$ cat config.mk
export PLATFORM = sky130hd
export DESIGN_NAME = i2c_master_bit_engine_top
export DESIGN_NICKNAME = d
export VERILOG_FILES = /design/src/hw/rtl/i2cmb_pkg.sv /design/src/hw/rtl/i2cmb_front.sv /design/src/hw/rtl/i2cmb_seq.sv /design/src/hw/rtl/i2c_master_bit_engine_top.sv
export SDC_FILE = /design/constraint.sdc
export NUM_CORES = 1
export LEC_CHECK = 0
export ABC_AREA = 1
export BUFFER_PORTS_ARGS = -buffer_cell sky130_fd_sc_hd__buf_2
export CAP_MARGIN = 20
export CORE_UTILIZATION = 60
export CTS_BUF_LIST = sky130_fd_sc_hd__clkbuf_8
export CTS_CLUSTER_SIZE = 14
export DETAILED_ROUTE_END_ITERATION = 12
export PLACE_DENSITY = 0.85
export RECOVER_POWER = 25
export SLEW_MARGIN = 40
export SYNTH_ARGS = -nofsm -noshare
export SYNTH_HDL_FRONTEND = slang
export SYNTH_SLANG_ARGS = --single-unit
$ cat constraint.sdc
create_clock -name clk_i -period 6.1 [get_ports clk_i]
set_input_delay 0.61 -clock clk_i [delete_from_list [all_inputs] [get_ports clk_i]]
set_output_delay 0.61 -clock clk_i [all_outputs]
set_load 0.05 [all_outputs]
$ cat src/hw/rtl/i2cmb_pkg.sv
// Package for the I2C master bit engine: command codes, queue item type, phase limits.
package i2cmb_pkg;

  localparam int unsigned QUEUE_DEPTH = 4;
  localparam int unsigned BYTE_BITS   = 8;
  localparam int unsigned PHASE_W     = 5;

  typedef enum logic [2:0] {
    CMD_IDLE  = 3'd0,
    CMD_START = 3'd1,
    CMD_STOP  = 3'd2,
    CMD_WRITE = 3'd3,
    CMD_READ  = 3'd4,
    CMD_ACK   = 3'd5,
    CMD_NACK  = 3'd6,
    CMD_WAIT  = 3'd7
  } cmd_e;

  typedef struct packed {
    cmd_e                   cmd;
    logic                   is_cmd;
    logic [BYTE_BITS-1:0]   wdata;
    logic                   sda;
  } item_t;

  // last phase index of each command
  function automatic logic [PHASE_W-1:0] cmd_last(input cmd_e cmd);
    logic [PHASE_W-1:0] last;
    case (cmd)
      CMD_START: last = PHASE_W'(1);
      CMD_STOP:  last = PHASE_W'(1);
      CMD_WRITE: last = PHASE_W'(4 * BYTE_BITS - 1);
      CMD_READ:  last = PHASE_W'(3 * BYTE_BITS - 1);
      CMD_ACK:   last = PHASE_W'(3);
      CMD_NACK:  last = PHASE_W'(2);
      CMD_WAIT:  last = PHASE_W'(2);
      default:   last = PHASE_W'(0);
    endcase
    return last;
  endfunction

endpackage

$ cat src/hw/rtl/i2cmb_front.sv
// Front end: accepts input items, classifies the kind and queues them for the sequencer.
module i2cmb_front #(
  parameter int unsigned Depth = i2cmb_pkg::QUEUE_DEPTH
) (
  input  logic                clk_i,
  input  logic                rst_ni,
  input  logic                in_valid_i,
  output logic                in_ready_o,
  input  logic [2:0]          in_kind_i,
  input  logic [7:0]          in_wdata_i,
  input  logic                in_sda_i,
  output logic                q_valid_o,
  input  logic                q_pop_i,
  output i2cmb_pkg::item_t    q_item_o
);
  import i2cmb_pkg::*;

  localparam int unsigned PtrW = (Depth > 1) ? $clog2(Depth) : 1;
  localparam int unsigned CntW = $clog2(Depth + 1);

  item_t               mem_q [Depth];
  logic [PtrW-1:0]     wr_ptr_q, wr_ptr_d, rd_ptr_q, rd_ptr_d;
  logic [CntW-1:0]     count_q, count_d;
  logic                push, pop;
  item_t               item_in;

  always_comb begin
    item_in.cmd    = cmd_e'(in_kind_i);
    item_in.is_cmd = (cmd_e'(in_kind_i) != CMD_IDLE);
    item_in.wdata  = in_wdata_i;
    item_in.sda    = in_sda_i;
  end

  assign in_ready_o = (count_q != CntW'(Depth));
  assign q_valid_o  = (count_q != '0);
  assign push       = in_valid_i && in_ready_o;
  assign pop        = q_pop_i && q_valid_o;
  assign q_item_o   = mem_q[rd_ptr_q];

  always_comb begin
    wr_ptr_d = wr_ptr_q;
    rd_ptr_d = rd_ptr_q;
    count_d  = count_q;
    if (push) begin
      wr_ptr_d = (wr_ptr_q == PtrW'(Depth - 1)) ? '0 : wr_ptr_q + PtrW'(1);
    end
    if (pop) begin
      rd_ptr_d = (rd_ptr_q == PtrW'(Depth - 1)) ? '0 : rd_ptr_q + PtrW'(1);
    end
    if (push && !pop) begin
      count_d = count_q + CntW'(1);
    end else if (pop && !push) begin
      count_d = count_q - CntW'(1);
    end
  end

  always_ff @(posedge clk_i or negedge rst_ni) begin
    if (!rst_ni) begin
      wr_ptr_q <= '0;
      rd_ptr_q <= '0;
      count_q  <= '0;
    end else begin
      wr_ptr_q <= wr_ptr_d;
      rd_ptr_q <= rd_ptr_d;
      count_q  <= count_d;
    end
  end

  always_ff @(posedge clk_i) begin
    if (push) begin
      mem_q[wr_ptr_q] <= item_in;
    end
  end

`ifndef SYNTHESIS
  a_count_bound: assert property (@(posedge clk_i) disable iff (!rst_ni)
    count_q <= CntW'(Depth))
    else $error("queue count exceeds depth");
  a_count_track: assert property (@(posedge clk_i) disable iff (!rst_ni)
    (push && !pop) |=> (count_q == $past(count_q) + CntW'(1)))
    else $error("queue count did not follow push");
  a_no_pop_empty: assert property (@(posedge clk_i) disable iff (!rst_ni)
    (count_q == '0) |-> !pop)
    else $error("pop from empty queue");
`endif

endmodule

$ cat src/hw/rtl/i2cmb_seq.sv
// Back end: bit-level line sequencer with a registered result stage.
module i2cmb_seq (
  input  logic                clk_i,
  input  logic                rst_ni,
  input  logic                q_valid_i,
  output logic                q_pop_o,
  input  i2cmb_pkg::item_t    q_item_i,
  output logic                out_valid_o,
  input  logic                out_ready_i,
  output logic                out_scl_o,
  output logic                out_sda_o,
  output logic                out_busy_o,
  output logic                out_done_o,
  output logic [7:0]          out_rdata_o,
  output logic                out_ack_missing_o
);
  import i2cmb_pkg::*;

  cmd_e                 active_q, active_d, cmd;
  logic [PHASE_W-1:0]   phase_q, phase_d, p;
  logic [1:0]           sub_q, sub_d, sub_cur;
  logic [7:0]           shift_q, shift_d, shift_cur;
  logic [7:0]           rbyte_q, rbyte_d, rbyte_cur;
  logic                 scl_q, scl_d, sda_q, sda_d, ack_q, ack_d;
  logic                 start, done, step, wbit;

  logic                 ovalid_q;
  logic                 oscl_q, osda_q, obusy_q, odone_q, oack_q;
  logic [7:0]           ordata_q;

  assign step    = q_valid_i && (!ovalid_q || out_ready_i);
  assign q_pop_o = step;

  assign start     = (active_q == CMD_IDLE) && q_item_i.is_cmd;
  assign cmd       = start ? q_item_i.cmd : active_q;
  assign p         = start ? '0 : phase_q;
  assign sub_cur   = start ? '0 : sub_q;
  assign shift_cur = (start && q_item_i.cmd == CMD_WRITE) ? q_item_i.wdata : shift_q;
  assign rbyte_cur = (start && q_item_i.cmd == CMD_READ) ? '0 : rbyte_q;
  assign wbit      = shift_cur[7];

  always_comb begin
    scl_d   = scl_q;
    sda_d   = sda_q;
    ack_d   = ack_q;
    shift_d = shift_cur;
    rbyte_d = rbyte_cur;
    sub_d   = '0;
    case (cmd)
      CMD_START: begin
        scl_d = 1'b1;
        sda_d = (p != '0) ? 1'b0 : 1'b1;
      end
      CMD_STOP: begin
        scl_d = 1'b1;
        sda_d = (p != '0);
      end
      CMD_ACK: begin
        scl_d = (p == PHASE_W'(2));
        sda_d = !((p == PHASE_W'(1)) || (p == PHASE_W'(2)));
      end
      CMD_NACK: begin
        scl_d = (p == PHASE_W'(1));
        sda_d = 1'b1;
      end
      CMD_WAIT: begin
        scl_d = (p == PHASE_W'(1));
        sda_d = 1'b1;
        if (p == PHASE_W'(1)) begin
          ack_d = q_item_i.sda;
        end
      end
      CMD_WRITE: begin
        case (p[1:0])
          2'd0: begin
            scl_d = 1'b0;
            sda_d = 1'b0;
          end
          2'd1: begin
            scl_d = 1'b0;
            sda_d = wbit;
          end
          2'd2: begin
            scl_d = 1'b1;
            sda_d = wbit;
          end
          default: begin
            scl_d   = 1'b0;
            sda_d   = wbit;
            shift_d = {shift_cur[6:0], 1'b0};
          end
        endcase
      end
      CMD_READ: begin
        scl_d = (sub_cur == 2'd1);
        if (sub_cur == 2'd1) begin
          rbyte_d = {rbyte_cur[6:0], q_item_i.sda};
        end
        sub_d = (sub_cur == 2'd2) ? 2'd0 : sub_cur + 2'd1;
      end
      default: begin
      end
    endcase
  end

  always_comb begin
    done     = 1'b0;
    active_d = cmd;
    phase_d  = p;
    if (cmd != CMD_IDLE) begin
      if (p == cmd_last(cmd)) begin
        done     = 1'b1;
        active_d = CMD_IDLE;
        phase_d  = '0;
      end else begin
        phase_d = p + PHASE_W'(1);
      end
    end
  end

  always_ff @(posedge clk_i or negedge rst_ni) begin
    if (!rst_ni) begin
      active_q <= CMD_IDLE;
      phase_q  <= '0;
      sub_q    <= '0;
      shift_q  <= '0;
      rbyte_q  <= '0;
      scl_q    <= 1'b1;
      sda_q    <= 1'b1;
      ack_q    <= 1'b0;
    end else if (step) begin
      active_q <= active_d;
      phase_q  <= phase_d;
      sub_q    <= done ? 2'd0 : sub_d;
      shift_q  <= shift_d;
      rbyte_q  <= rbyte_d;
      scl_q    <= scl_d;
      sda_q    <= sda_d;
      ack_q    <= ack_d;
    end
  end

  always_ff @(posedge clk_i or negedge rst_ni) begin
    if (!rst_ni) begin
      ovalid_q <= 1'b0;
    end else if (step) begin
      ovalid_q <= 1'b1;
    end else if (out_ready_i) begin
      ovalid_q <= 1'b0;
    end
  end

  always_ff @(posedge clk_i) begin
    if (step) begin
      oscl_q   <= scl_d;
      osda_q   <= sda_d;
      obusy_q  <= (active_d != CMD_IDLE);
      odone_q  <= done;
      ordata_q <= rbyte_d;
      oack_q   <= ack_d;
    end
  end

  assign out_valid_o       = ovalid_q;
  assign out_scl_o         = oscl_q;
  assign out_sda_o         = osda_q;
  assign out_busy_o        = obusy_q;
  assign out_done_o        = odone_q;
  assign out_rdata_o       = ordata_q;
  assign out_ack_missing_o = oack_q;

`ifndef SYNTHESIS
  a_idle_phase: assert property (@(posedge clk_i) disable iff (!rst_ni)
    (active_q == CMD_IDLE) |-> (phase_q == '0 && sub_q == '0))
    else $error("phase counter not cleared while idle");
  a_phase_bound: assert property (@(posedge clk_i) disable iff (!rst_ni)
    (active_q != CMD_IDLE) |-> (phase_q <= cmd_last(active_q)))
    else $error("phase counter beyond command length");
  a_done_not_busy: assert property (@(posedge clk_i) disable iff (!rst_ni)
    (ovalid_q && odone_q) |-> !obusy_q)
    else $error("done reported while still busy");
  a_hold_on_stall: assert property (@(posedge clk_i) disable iff (!rst_ni)
    (ovalid_q && !out_ready_i) |=> (ovalid_q && $stable(ordata_q) && $stable(odone_q)))
    else $error("result changed while stalled");
`endif

endmodule

$ cat src/hw/rtl/i2c_master_bit_engine_top.sv
// Top level of the I2C master bit engine: input queue in front of the line sequencer.
// A result is presented once its item has passed the queue and then the result register.
// Throughput: one item per cycle; the sequencer takes one queued item each cycle the result
// register is free or being drained, and the four-entry queue absorbs output stalls.
// Reset (rst_ni, asynchronous, active low): idle, SCL and SDA released high, read byte and
// acknowledge flag cleared, queue and result register empty; no clearing pass.
module i2c_master_bit_engine_top #(
  parameter int unsigned QueueDepth = i2cmb_pkg::QUEUE_DEPTH
) (
  input  logic        clk_i,
  input  logic        rst_ni,
  input  logic        s_axis_tvalid_i,
  output logic        s_axis_tready_o,
  input  logic [15:0] s_axis_tdata_i,   // [7:0] write_data, [8] sda_in, [15:9] zero
  input  logic [2:0]  s_axis_tuser_i,   // [2:0] kind
  output logic        m_axis_tvalid_o,
  input  logic        m_axis_tready_i,
  output logic [15:0] m_axis_tdata_o,   // [0] scl_out, [1] sda_out, [2] busy_res,
                                        // [10:3] read_data, [11] ack_missing, [15:12] zero
  output logic        m_axis_tlast_o    // done_res
);
  import i2cmb_pkg::*;

  logic       q_valid, q_pop;
  item_t      q_item;
  logic       scl, sda, busy, done, ack_missing;
  logic [7:0] rdata;

  i2cmb_front #(
    .Depth (QueueDepth)
  ) u_front (
    .clk_i      (clk_i),
    .rst_ni     (rst_ni),
    .in_valid_i (s_axis_tvalid_i),
    .in_ready_o (s_axis_tready_o),
    .in_kind_i  (s_axis_tuser_i),
    .in_wdata_i (s_axis_tdata_i[7:0]),
    .in_sda_i   (s_axis_tdata_i[8]),
    .q_valid_o  (q_valid),
    .q_pop_i    (q_pop),
    .q_item_o   (q_item)
  );

  i2cmb_seq u_seq (
    .clk_i             (clk_i),
    .rst_ni            (rst_ni),
    .q_valid_i         (q_valid),
    .q_pop_o           (q_pop),
    .q_item_i          (q_item),
    .out_valid_o       (m_axis_tvalid_o),
    .out_ready_i       (m_axis_tready_i),
    .out_scl_o         (scl),
    .out_sda_o         (sda),
    .out_busy_o        (busy),
    .out_done_o        (done),
    .out_rdata_o       (rdata),
    .out_ack_missing_o (ack_missing)
  );

  assign m_axis_tdata_o = {4'b0000, ack_missing, rdata, busy, sda, scl};
  assign m_axis_tlast_o = done;

endmodule
# Word level (Yosys, flattened, before mapping)
# Memories as Yosys holds them, arrays and structs flattened.
# Cells that the tools add are included.
# totals
reg_bits	50
latch_bits	0
ram_bits	52
romBits	0
inputBits	23
out_inout_bits	19
word_cells	105
mem_count	1
# classes
addsub	6
multipliers	0
n_div	0
n_lt_le_gt_ge	0
n_eq_ne	19
shifts	0
muxes	35
bitwise	0
n_reduce_logical	26
# memory_table
name	words	word_bits	rd	rd_clocked_by_memory_dff	write_ports	line_no	text
u_front.mem_q	4	13	1	0	1	i2cmb_front.sv:21	item_t mem_q [Depth];
# ops
cell	n
2-to-1 mux 8 bit	6
case mux 5 bit (5 select lines)	1
2-to-1 mux 5 bit	4
== test 3 bit, second input constant	5
2-to-1 mux 3 bit	5
2-to-1 mux 2 bit	6
nonzero test 3 bit	4
2-to-1 mux 1 bit	11
case mux 1 bit (5 select lines)	2
== test 3 x 2 -> 1 bit, second input constant	3
== test 2 bit, second input constant	4
logical AND 1 bit	8
adder 2 x 1 -> 2 bit, second input constant	3
adder 5 x 1 -> 5 bit, second input constant	1
== test 5 x 1 -> 1 bit, second input constant	1
== test 5 x 2 -> 1 bit, second input constant	1
== test 5 bit	1
nonzero test 5 bit	1
== test 2 x 1 -> 1 bit, second input constant	2
logical NOT 1 bit	4
nonzero test 2 bit	2
OR reduction 2 bit	2
adder 3 x 1 -> 3 bit, second input constant	1
== test 3 x 1 -> 1 bit, second input constant	1
other kinds (6)	7

# Longest topological paths before layout
# Gate-level depths: netlist of run 1.
# logic_depth
ltp_word	11
depth_mapped	19

# By module
# From an unflattened synthesis of run 1, not the netlist that was laid out.
# hier_totals
cells_unflattened	523
hier_area_um2	5181.2
# modules_own_cells
module	n_inst	cells_per_inst	area_per_inst_um2
i2cmb_front	1	211	2612.5
i2cmb_seq	1	303	2504.9
i2c_master_bit_engine_top	1	9	63.8

# Worst setup path before layout of run 1
# No wires, ideal clock.
# synth_path
path_kind	register -> register
start	reg u_seq.ovalid_q, in the netlist u_seq.out_valid_o
end	reg u_front.count_q[1]
setup_ns	0.123
arrival_ns	2.488
t_required_ns	5.977
slack_ns	3.489
path_stages_with_launch	11
synth_period_minus_slack_ns	2.611
path_cell_list	dfrtp_1 -> inv_1 -> nor2_1 -> a31oi_1 -> clkinv_1 -> clkbuf_1 -> ha_1 -> inv_1 -> fa_1 -> nor2_1 -> a21oi_1
# synth_between
elab_chain_len	7
# synth_rtl
item	line_no	text
from (decl)	i2cmb_seq.sv:27	logic ovalid_q;
from (signal assigned)	i2cmb_seq.sv:145	ovalid_q <= 1'b0;
from (signal assigned)	i2cmb_seq.sv:147	ovalid_q <= 1'b1;
from (signal assigned)	i2cmb_seq.sv:149	ovalid_q <= 1'b0;
logical NOT 1 bit	i2cmb_seq.sv:31	assign step = q_valid_i && (!ovalid_q || out_ready_i);
logical OR 1 bit	i2cmb_seq.sv:31	
logical AND 1 bit	i2cmb_seq.sv:31	
logical AND 1 bit	i2cmb_front.sv:37	assign pop = q_pop_i && q_valid_o;
logical NOT 1 bit	i2cmb_front.sv:50	if (push && !pop) begin
logical AND 1 bit	i2cmb_front.sv:50	
2-to-1 mux 3 bit	i2cmb_front.sv:50	
net u_front.count_d[1]	i2cmb_front.sv:23	logic [CntW-1:0] count_q, count_d;
to (signal assigned)	i2cmb_front.sv:65	count_q <= count_d;
to (decl)	i2cmb_front.sv:23	
# The timed path passes the listed nets, and every way through them passes these cells.
# A chain may end at the register's enable or synchronous reset.

# Worst setup path in the final report of run 1
# layout_path
start	reg u_front.count_q[0]
end	reg u_front.count_q[1]
# layout_between
elab_chain_len	6
# layout_rtl
item	line_no
parallel branches: the longest is 5 deep, another holds subtractor 3 x 1 -> 3 bit	-
2-to-1 mux 3 bit (*)	i2cmb_front.sv:50
net u_front.count_d[1]	i2cmb_front.sv:23
# Mark *: on every way through the listed nets, which the timed path passes. The select of a mux whose other input is x is not followed.

==> results_dict.tcl, run 1 <==
set metrics [dict create \
    status "finished with violations" \
    violations "capacitance limit, slew limit" \
    fin_crit_sh 0.525 \
    tns_ns 0 \
    cp_cell_sequence "inv_1, a31oi_4, buf_4, clkinv_1, ha_1, inv_1, fa_1, nor2_1, a21oi_1" \
    drc 0 \
    hold_viol_final 0 \
    peakVddDrop_uv 264 \
    fin_area_um2 5290 \
    drv_slew 38 \
    max_freq_mhz 312 \
    finalNetCount 562 \
    arrival_ns 3.45 \
    mostFrequentLayoutCells "nand2_1 (130), edfxtp_1 (65), inv_1 (43)" \
    wl_per_cell_um 13.7 \
    gp_congestion 0.895 \
    viasPerCell 5.49 \
    core_um2 7810 \
    min_path_type "input pin to flip-flop" \
    htreeDepth 3 \
    drive_gt1_frac 0.144 \
    clk_pin_slew_worst_paths_ns 0.10 \
    cts-root-buf "clkbuf_8" \
    yosysTopAreaCell "edfxtp_1" \
    die_w_um 92.5 \
    cts_max_path_buffers 2 \
    place_hpwl_mm 5.79 \
    areaGrowthSynthToFinish_pct 7.69 \
    cellLeakagePower_nw 2.30 \
    setup_viol_count_final 0 \
    synth-seq-cells 102 \
    drt_wl_total_mm 8.69 \
    antenna_cells 0 \
    cp_slowest_stage_delay_ns 0.80 \
    cts_made_buffers 9 \
    ys.warnings.count 0 \
    num_vias 3483 \
    finalNonFillerCells 635 \
    grt_max_degree 49 \
    io_pins 42 \
    hold_buffers 0 \
    slowest_stage "clkinv_1" \
    final_common_cell "nand2_1" \
    tightestPinTransition_ns 2.03 \
    path_common_cell "inv_1" \
    crit_type "flip-flop to flip-flop" \
    yosysSeqAreaShare 0.586 \
    critPathRequiredTime_ns 6.35 \
    drt_iter0_markers 202 \
    utilization 0.678 \
    synthCells 502 \
    tritoncts "built" \
    post_cts_buffers 0 \
    finalCriticalPeriod_ns 3.21 \
    grt_overflow 0 \
    synth_top_area_frac 0.397 \
    track_usage 0.221 \
    drv_cap 1 \
    die_h_um 92.5 \
    synth.cell_area_um2 4920 \
    crit_fanout 48 \
    synth.area.top_cells "edfxtp_1 (40%), dfrtp_1 (18%), nand2_1 (9.9%)" \
    dr.pass1.iters 5 \
    antenna_found_initial 0 \
    rsz0062_at_grt "no" \
    crit_path_end_kind "flip-flop" \
    core.rowCount 32 \
    dpl.cell_count 619 \
    clock_latency_ns 0.37 \
    cts_resized 0 \
    place_area_um2 5120 \
    startpoint_type "flip-flop" \
    p_per_area_nw_per_um2 515 \
    ys_types 44 \
    start_util 0.630 \
    grt_pass1_vias 3268 \
    cts.sinks 102 \
    slew_headroom -0.351 \
    ant_nets 0 \
    syn_avg_cell_area_um2 9.79 \
    grt_pass1_wl_mm 14.5 \
    dieArea_um2 8560 \
    clock_skew_ns 0.0138 \
    port_buffers 30 \
]
[worst max-delay path, delay by kind of cell (launching register included)]
kind | cells | cell delay, ns
buffers and inverters | 4 | 1.45
adder cells (fa/ha/maj) | 2 | 0.93
flip-flops | 1 | 0.43
AO/OA/AOI/OAI | 2 | 0.19
AND/OR/NAND/NOR | 1 | 0.10
[report_power, final]
part | switching, mW | internal (mW) | leakage [nW]
sequential | 0.0973 | 0.961 | 1.07
combinational | 0.889 | 0.376 | 1.13
clock | 0.244 | 0.158 | 0.0949
[cells by family after synthesis]
group,after synthesis,synth area share
compound gates,79,0.0911
xor+xnor,2,0.00356
fa+ha+maj,11,0.0295
buf+inv,70,0.0652
flops,102,0.586
mux,2,0.00458
other cells,1,0.000763
simple gates,235,0.219
[path summary, 6_finish.rpt]
kind	startpoint	end	slack (ns)	depth (start not counted)
min in group asynchronous	rst_ni	u_front.rd_ptr_q[0]	0.80	1
min	m_axis_tready_i	u_seq.out_valid_o	0.44	2
min reg2reg	u_seq.sda_q	u_seq.sda_q	0.47	2
max	u_front.count_q[0]	u_front.count_q[1]	2.89	9
max reg2reg	u_front.count_q[0]	u_front.count_q[1]	2.89	9
max in group asynchronous	rst_ni	u_seq.out_valid_o	4.13	1
[flip-flops by register name (all words and copies together), names as in the netlist, 3 cells and up]
name,cells
u_seq.shift_q,8
u_seq.active_q,3
u_front.count_q,3
u_seq.out_rdata_o,8
u_seq.rbyte_q,8
u_front.mem_q,52
u_seq.phase_q,5
[area by class of cell]
type	count	area, um^2
repair buffers	36	179
inverters	46	175
clock inverters	7	66.3
fillers	592	2510
well taps	102	128
multi-input cells	333	1740
clock buffers	9	124
flip-flops and latches	102	2880
[cells in the mapped netlist (all sizes together)]
library cell  instances
o31ai                 1
a21oi                15
clkinv                1
nor2                 46
a31oi                 1
mux2                  2
dfstp                 2
conb                  1
xor2                  1
o21ai                49
clkbuf               11
or3                   1
edfxtp               65
a32o                  1
o211ai                2
nand2               135
nor3                  2
nand4                 3
nand3                44
o21a                  1
or2                   2
o2111ai               1
fa                    1
xnor2                 1
and2                  1
buf                  13
o22ai                 8
inv                  45
dfrtp                35
nor3b                 1
ha                   10
[metrics by stage]
stage               setup WS (ns)  total power [mW]  hold slack [ns]
detailed placement           2.70              2.33            0.463
finish                       2.89              2.73            0.440
floorplan                    3.49              2.08            0.314
global route                 2.69              2.93            0.443
global placement             2.72              2.28            0.454
CTS                          2.91              2.73            0.196
[metal layers]
metal,wire length (um),global-route usage
met5,0,0
met2,4400,0.370
met1,3790,0.276
met3,390,0.0567
met4,102,0.0859
Power figures use the tool's default switching activity.
==> run 2, diff against run 1 <==
==> constraint.sdc (replaced) <==
create_clock -name clk_i -period 3.1 [get_ports clk_i]
set_input_delay 0.31 -clock clk_i [delete_from_list [all_inputs] [get_ports clk_i]]
set_output_delay 0.31 -clock clk_i [all_outputs]
set_load 0.05 [all_outputs]
==> run 2 against run 1 <==
Count of clock-buffer cells in the layout did not move. The flow still finishes with violations (capacitance limit, slew limit). Worst hold slack got worse by 0.31 ns. Routed wire length increased by 1.4%. Die area unchanged. Combinational power rose by 100%. Critical path depth up 7. Sequential share of layout area fell by 0.29 points. Total power grew 97%. First-iteration DRC count shrank 9.4%.
==> results_dict.tcl, run 2 (synthesized netlist as in run 1, its figures left out) <==
set metrics [dict create \
    status "finished with violations" \
    violations "capacitance limit, slew limit" \
    start_util 0.630 \
    htreeDepth 3 \
    grt_pass1_wl_mm 15.1 \
    antenna_found_initial 0 \
    tritoncts "built" \
    die_w_um 92.5 \
    tightestPinTransition_ns 1.96 \
    final_common_cell "nand2_1" \
    cp_cell_sequence "inv_4, nand2_1, nand3_2, inv_1, nor2_2, nand2_1, nand2_2, nand3_2, nand3_1, nand2_1, nor2_2, nand2_2, nor2_4, inv_2, nand2_1, nand2_1" \
    clock_skew_ns 0.0151 \
    core_um2 7810 \
    clk_pin_slew_worst_paths_ns 0.10 \
    reg2reg_depth 16 \
    tns_ns 0 \
    setup_viol_count_final 0 \
    core.rowCount 32 \
    wl_per_cell_um 13.8 \
    track_usage 0.231 \
    slew_headroom -0.305 \
    slowest_stage "dfrtp_1" \
    finalNetCount 567 \
    post-place-ws_ns 0.696 \
    largest_register_ffs 52 \
    ant_nets 0 \
    max_freq_mhz 413 \
    dr.pass1.iters 5 \
    viasPerCell 5.46 \
    antenna_cells 0 \
    min_to "u_seq.out_valid_o" \
    dieArea_um2 8560 \
    grt_max_degree 48 \
    arrival_ns 2.68 \
    fin_crit_sh 0.782 \
    cp_top_family "simple AND/OR/NAND/NOR gates" \
    num_vias 3492 \
    port_buffers 30 \
    min_path_type "input pin to flip-flop" \
    drt_iter0_markers 183 \
    areaGrowthSynthToFinish_pct 8.27 \
    cts_made_buffers 9 \
    startpoint_type "flip-flop" \
    grt_overflow 0 \
    setup_ws_ns 0.676 \
    finalCriticalPeriod_ns 2.42 \
    io_pins 42 \
    cellLeakagePower_nw 2.32 \
    path_common_cell "nand2_1" \
    p_per_area_nw_per_um2 1010 \
    drive_gt1_frac 0.149 \
    reg2reg_to "u_seq.phase_q[2]" \
    die_h_um 92.5 \
    drv_cap 1 \
    cp_slowest_stage_delay_ns 0.47 \
    drt_wl_total_mm 8.81 \
    clock_latency_ns 0.36 \
    drv_slew 38 \
    post_cts_buffers 0 \
    peakVddDrop_uv 486 \
    mostFrequentLayoutCells "nand2_1 (130), edfxtp_1 (65), inv_1 (44)" \
    gp_congestion 0.866 \
    min_from "m_axis_tready_i" \
    place_hpwl_mm 5.90 \
    path_buf_inv 3 \
    rsz0062_at_grt "no" \
    cts-root-buf "clkbuf_8" \
    top_register "u_front.mem_q" \
    grt_pass1_vias 3339 \
    timing.rr.start "u_front.rd_ptr_q[0]" \
    min_delay_path_depth 2 \
    drc 0 \
    r2r_slack_ns 0.68 \
    crit_fanout 27 \
    crit_path_end_kind "flip-flop" \
    cp.depth 16 \
    cts.sinks 102 \
    crit_type "flip-flop to flip-flop" \
    hold_viol_final 0 \
    cts_max_path_buffers 2 \
    critPathRequiredTime_ns 3.36 \
]
## run 2: cell types whose count changed in the layout (fill, tap and decap cells not counted), sizes merged
cell         delta
buf             +4
clkinv          -2
inv             +2
dlygate4sd3     +1
## run 2: final cells by class
cell class	count	area (um^2)
Multi-Input combinational cell	333	1740
Tap cell	102	128
Clock buffer	9	124
Timing Repair Buffer	41	219
Clock inverter	7	55.1
Fill cell	594	2480
Sequential cell	102	2880
Inverter	46	175
## run 2: layer usage
metal | wire length, um | share of wire | up-vias | global-route usage
li1 | - | - | 1733 | -
met1 | 3670 | 0.42 | 1642 | 0.282
met2 | 4510 | 0.51 | 101 | 0.404
met3 | 469 | 0.053 | 16 | 0.0460
met4 | 156 | 0.018 | 0 | 0.0898
met5 | 0 | 0 | - | 0
## run 2: what timing repair did
item / 4_1_cts / 5_1_grt
endpoints found under the hold margin: 35 / 0
resized for setup: 0 / 0
hold buffers: 1 / 0
## run 2: how the worst max path moves through the flow
stage	from	to	slack, ns
finish	u_front.rd_ptr_q[0]	u_seq.phase_q[2]	0.68
global route	u_front.rd_ptr_q[0]	u_seq.phase_q[0]	0.39
CTS	u_front.rd_ptr_q[0]	u_seq.ack_q	0.68
detailed placement	u_front.rd_ptr_q[0]	u_seq.phase_q[3]	0.70
global placement	u_front.rd_ptr_q[0]	u_seq.phase_q[3]	0.74
floorplan	u_seq.out_valid_o	u_front.count_q[1]	0.49
## run 2: report_power, final
| group | switching (mW) | leakage [nW] | internal (mW) |
|---|---|---|---|
| logic | 1.78 | 1.15 | 0.767 |
| registers | 0.175 | 1.07 | 1.89 |
| clock network | 0.463 | 0.0939 | 0.302 |
## run 2: per-stage QoR
stage	power, mW	instances	instance area [um^2]	utilization	hold WS (ns)
6_report	5.38	640	5320	0.682	0.128
2_1_floorplan	4.10	505	4930	-	0.0144
3_5_place_dp	4.63	623	5150	0.660	0.304
4_1_cts	5.39	640	5340	0.684	0.129
3_3_place_gp	4.52	623	5150	0.660	0.451
5_1_grt	5.80	640	5320	0.682	0.153
